$ cat src/wtam_pkg.sv
package wtam_pkg;

  // window length in samples per channel
  localparam int WINDOW  = 3600;
  // sample width, Q8.4 degrees
  localparam int SMP_W   = 12;
  // running sum width, exact for a full window of largest samples
  localparam int TOTAL_W = 24;
  // fill count holds 0..WINDOW
  localparam int FILL_W  = $clog2(WINDOW + 1);
  // ring address
  localparam int ADDR_W  = (WINDOW > 1) ? $clog2(WINDOW) : 1;
  // divider step counter holds 0..TOTAL_W
  localparam int DCNT_W  = $clog2(TOTAL_W + 1);

  // commands from the controller to the datapath
  typedef struct packed {
    logic load;      // latch the input word, read the slot at head
    logic update;    // write the non-zero samples, update head, fill and total
    logic start;     // clear the peaks, start the dividers, rewind the scan
    logic scan;      // step the peak scan
    logic out_load;  // move the results into the output register
  } wtam_cmd_t;

  // status from the datapath to the controller
  typedef struct packed {
    logic scan_done; // scans and divisions of both channels finished
    logic out_free;  // output register empty or being taken
  } wtam_status_t;

endpackage

$ cat src/wtam_ctrl.sv
module wtam_ctrl (
  input  logic                   clk,
  input  logic                   rst_n,
  input  logic                   in_tvalid,
  output logic                   in_tready,
  input  wtam_pkg::wtam_status_t status,
  output wtam_pkg::wtam_cmd_t    cmd
);

  typedef enum logic [4:0] {
    ST_IDLE  = 5'b00001,
    ST_UPD   = 5'b00010,
    ST_START = 5'b00100,
    ST_SCAN  = 5'b01000,
    ST_DONE  = 5'b10000
  } wtam_state_t;

  wtam_state_t state_r, state_nxt;

  always_comb begin
    state_nxt = state_r;
    cmd       = '0;
    in_tready = 1'b0;
    unique case (state_r)
      ST_IDLE: begin
        in_tready = 1'b1;
        if (in_tvalid) begin
          cmd.load  = 1'b1;
          state_nxt = ST_UPD;
        end
      end
      ST_UPD: begin
        cmd.update = 1'b1;
        state_nxt  = ST_START;
      end
      ST_START: begin
        cmd.start = 1'b1;
        state_nxt = ST_SCAN;
      end
      ST_SCAN: begin
        cmd.scan = 1'b1;
        if (status.scan_done) begin
          state_nxt = ST_DONE;
        end
      end
      ST_DONE: begin
        if (status.out_free) begin
          cmd.out_load = 1'b1;
          state_nxt    = ST_IDLE;
        end
      end
      default: begin
        state_nxt = ST_IDLE;
      end
    endcase
  end

  always_ff @(posedge clk) begin
    if (!rst_n) begin
      state_r <= ST_IDLE;
    end else begin
      state_r <= state_nxt;
    end
  end

endmodule

$ cat config.mk
export PLATFORM = sky130hd
export DESIGN_NAME = wtam_ctrl
export DESIGN_NICKNAME = d
export VERILOG_FILES = /design/src/wtam_pkg.sv /design/src/wtam_ctrl.sv
export SDC_FILE = /design/constraint.sdc
export NUM_CORES = 1
export LEC_CHECK = 0
export BUFFER_PORTS_ARGS = -buffer_cell sky130_fd_sc_hd__buf_2
export CAP_MARGIN = 5
export CORE_AREA = 2 2 39 41
export CTS_CLUSTER_SIZE = 8
export DETAILED_ROUTE_END_ITERATION = 10
export DIE_AREA = 0 0 41 43
export HOLD_SLACK_MARGIN = 0.12
export PLACE_DENSITY = 0.42
export SLEW_MARGIN = 20
export SYNTH_ARGS = -nofsm -noshare
export SYNTH_HDL_FRONTEND = slang
export SYNTH_SLANG_ARGS = --single-unit
$ cat constraint.sdc
create_clock -name clk -period 2.45 [get_ports clk]
set_input_delay 0.49 -clock clk [delete_from_list [all_inputs] [get_ports clk]]
set_output_delay 0.49 -clock clk [all_outputs]
set_load 0.005 [all_outputs]
# Yosys cells after proc, flatten, opt, wreduce, memory -nomap -nowiden
# Cells that the tools add are included.
# W data, S select, Z words.
[word_totals]
regBits = 5
in_bits = 5
output_inout_bits = 6
word_cells = 22
[op_classes]
muxes = 12
reduce_logical = 1
n_eq_ne = 8
[op_table]
columns = ["op", "n"]
rows = [
  ["$pmux W5 S5", 1],
  ["$mux W5", 3],
  ["$mux W1", 8],
  ["$ne A2 B2 Y1 const B", 3],
  ["$eq A5 B1 Y1 const B", 1],
  ["$eq A5 B2 Y1 const B", 1],
  ["$eq A5 B3 Y1 const B", 1],
  ["$eq A5 B4 Y1 const B", 1],
  ["$eq A5 B5 Y1 const B", 1],
  ["$reduce_and A3 Y1", 1],
]

# Longest topological paths before layout
[depth]
ltp_word = 3
mapped_depth = 4
ltp_nobuf = 4

# Worst setup path before layout
# Ideal clock, no wire load.
[synth_path]
kind = "flip-flop to output port"
start = "reg state_r[2]"
end = "out cmd[4] in the netlist's numbering"
t_required_ns = 1.960
path_stages_with_launch = 5
arrival_time_ns = 0.909
path_slack_ns = 1.051
n_path_buf = 0
path_cell_list = "dfxtp_1 nor2_1 nand2_1 nor3_1 and2_1"
[synth_lines]
columns = ["element", "line", "source"]
rows = [
  ["start: declaration", "wtam_ctrl.sv:18", "wtam_state_t state_r, state_nxt;"],
  ["start signal: assignment", "wtam_ctrl.sv:62", "state_r <= state_nxt;"],
  ["end: declaration", "wtam_ctrl.sv:7", "output wtam_pkg::wtam_cmd_t cmd"],
]

==> results.yml <==
timing:
  setup_viol: 0
  fin_tns_setup_ns: 0
  layout_setup_ws_ns: 0.677
  fin_crit_sh_pct: 72.4
  fin_crit_ns: 1.77
  hold_viol_final: 0
  fmax_ghz: 0.564
  tightest_slew_ns: 0.376
  maxSlewHeadroom_pct: 74.6
  finClkSkew_ns: 0.00193
  slew_viol_final: 0
  rsz0062_at_grt: "no"
floorplan:
  num_rows: 14
  ioPinCount: 11
  start_util_pct: 20.8
  die_w_um: 41
  core_sq_um: 1380
  dieArea_sq_um: 1760
  die_y_um: 43
setup_path:
  critPathMaxStageDelay_ns: 0.32
  crit_type: "flop to output pin"
  crit_chain: "nor2_1 -> nand2_1 -> nor3_1 -> and2_1 -> buf_2"
  worstPathMaxFanout: 4
  end_kind: "output pin"
  critical_path.top_delay_family: "simple AND/OR/NAND/NOR gates"
  start_kind: "flop"
  required_ns: 1.96
  cp_num_buf_inv: 1
  cp_slowest_cell: "dfxtp_1"
  worstPathArrival_ns: 1.28
drt:
  wl_um: 593
  via_count: 287
  drtIter0Drc: 5
  drt_pass1_iterations: 4
  viasPerCell: 4.56
  route.detailed.drc: 0
  postRouteAntennaNets: 0
  routedWlPerCell_um: 9.41
finish:
  reg_top3: "state_r (5)"
  largest_reg_flops: 5
  area_growth_pct: 33.5
  largest-register: "state_r"
  layout-drive-gt1-share_pct: 34.0
  nets: 53
  diodes: 0
  fillers: 159
outcome:
  outcome: "finished clean"
clock_tree:
  clk_latency_ns: 0.24
  cts_tree: "built"
  cts_made_buffers: 3
  post_cts_resized: 0
  clk_pin_slew_ns: 0.04
  htreeDepth: 1
  cts_setup_buffers: 0
  cts.sinks: 5
  cts_hold_buffers: 0
  clockBufferDepth: 2
  cts_root_buffer: "clkbuf_4"
logic_synthesis:
  synth_top_area_share_pct: 34.8
  syn_inst: 33
  yosysMostFrequentCell: "dfxtp_1"
  synth_edf_count: 0
  syn_avg_cell_area_sq_um: 8.72
  synth_nets: 38
  synth_area_leaders: "dfxtp_1 35%, o32ai_2 5.7%, and2_1 4.3%"
  yosys.cell_types.count: 21
  ys_ff_latch: 5
  synth-async-reset-ratio_pct: 0
  synth_top_cell_by_area: "dfxtp_1"
  synthTopCellsByCount: "5 x dfxtp_1, 3 x nor2_1"
  synth_flop_cell: "dfxtp_1"
  yosysSeqAreaShare_pct: 34.8
  syn_area_sq_um: 288
  yosys_warnings: 0
placed_design:
  place_congestion: 0.685
  io_buffers: 10
  pre_cts_ws_ns: 0.930
  dpl.hpwl_um: 507
grt:
  grt_max_degree: 9
  gr-total-overflow: 0
  grt_pass1_vias: 244
  antenna_found_initial: 0
  grt_pass1_wl_um: 986
  track_usage_pct: 8.73
power:
  p_per_area_nw_per_um2: 572
  irDropWorstVdd_mv: 0.193
  p_leak_nw: 0.169
min_path:
  min_path_type: "input pin to flop"
flow_run:
  cap_violations: 0
-- where the power goes --
part	leakage, nW	internal (W)	switching [W]
logic	0.113	0.0000189	0.0000175
registers	0.0408	0.0000856	0.00000527
clock network	0.0150	0.0000614	0.0000312
total	0.169	0.000166	0.0000539
-- logic make-up (layout without fill, tap and decap cells) --
| family | Yosys count | count (layout) | synth area share [%] |
|---|---|---|---|
| flip-flops | 5 | 5 | 34.8 |
| AO/OA/AOI/OAI | 8 | 8 | 23.5 |
| AND/OR/NAND/NOR | 20 | 20 | 41.7 |
| buffers and inverters | 0 | 14 | 0 |
-- metal layers --
metal / vias up / share of wire [%] / GRT usage, %
met3: 0 / 12 / 5.24
met1: 128 / 45 / 9.97
met4: 0 / 0 / 6.00
met2: 12 / 43 / 11.6
met5: - / 0 / 0
li1: 147 / - / -
-- cells in the final DEF (no fill, tap or decap) --
master     count
a21oi_1        1
and3_1         2
buf_2         10
nor2_2         1
o21a_1         1
o21ai_0        1
nor3_1         2
o41ai_1        1
nand2b_1       2
and2_1         2
o21bai_1       1
and2b_1        1
clkbuf_1       1
and3b_1        1
a211o_1        1
nand2_1        2
o32ai_2        1
nor2b_1        2
nor3b_1        1
a2bb2oi_1      1
clkbuf_4       3
dfxtp_1        5
nor2_1         3
or3_4          1
-- per-stage QoR --
step / instance area, sq um / utilization [%] / power (W) / instances / hold slack [ns]
finish: 384 / 27.8 / 0.000220 / 63 / 0.504
detailed placement: 358 / 25.9 / 0.000129 / 59 / 0.586
CTS: 384 / 27.8 / 0.000225 / 63 / 0.500
global placement: 358 / 25.9 / 0.000130 / 59 / 0.588
global route: 384 / 27.8 / 0.000237 / 63 / 0.517
floorplan: 288 / - / 0.000114 / 33 / 0.536
-- final cells by class --
| class | count | area [sq um] | share of cell area (%) |
|---|---|---|---|
| Clock buffer | 4 | 26.3 | 6.84 |
| Timing Repair Buffer | 10 | 50.0 | 13.0 |
| Sequential cell | 5 | 100 | 26.1 |
| Multi-Input combinational cell | 28 | 188 | 48.9 |
| Tap cell | 16 | 20.0 | 5.21 |
-- final timing paths --
| check | depth (start not counted) | to | start | slack (ns) |
|---|---|---|---|---|
| worst min-delay path | 2 | state_r[2]$_SDFFE_PN0P_ | rst_n | 0.50 |
| worst min register to register | 2 | state_r[0]$_SDFFE_PN1P_ | state_r[4]$_SDFFE_PN0P_ | 0.58 |
| worst max-delay path | 5 | cmd[4] | state_r[2]$_SDFFE_PN0P_ | 0.68 |
| worst max register to register | 3 | state_r[0]$_SDFFE_PN1P_ | state_r[1]$_SDFFE_PN0P_ | 1.17 |
Power figures use the tool's default switching activity.
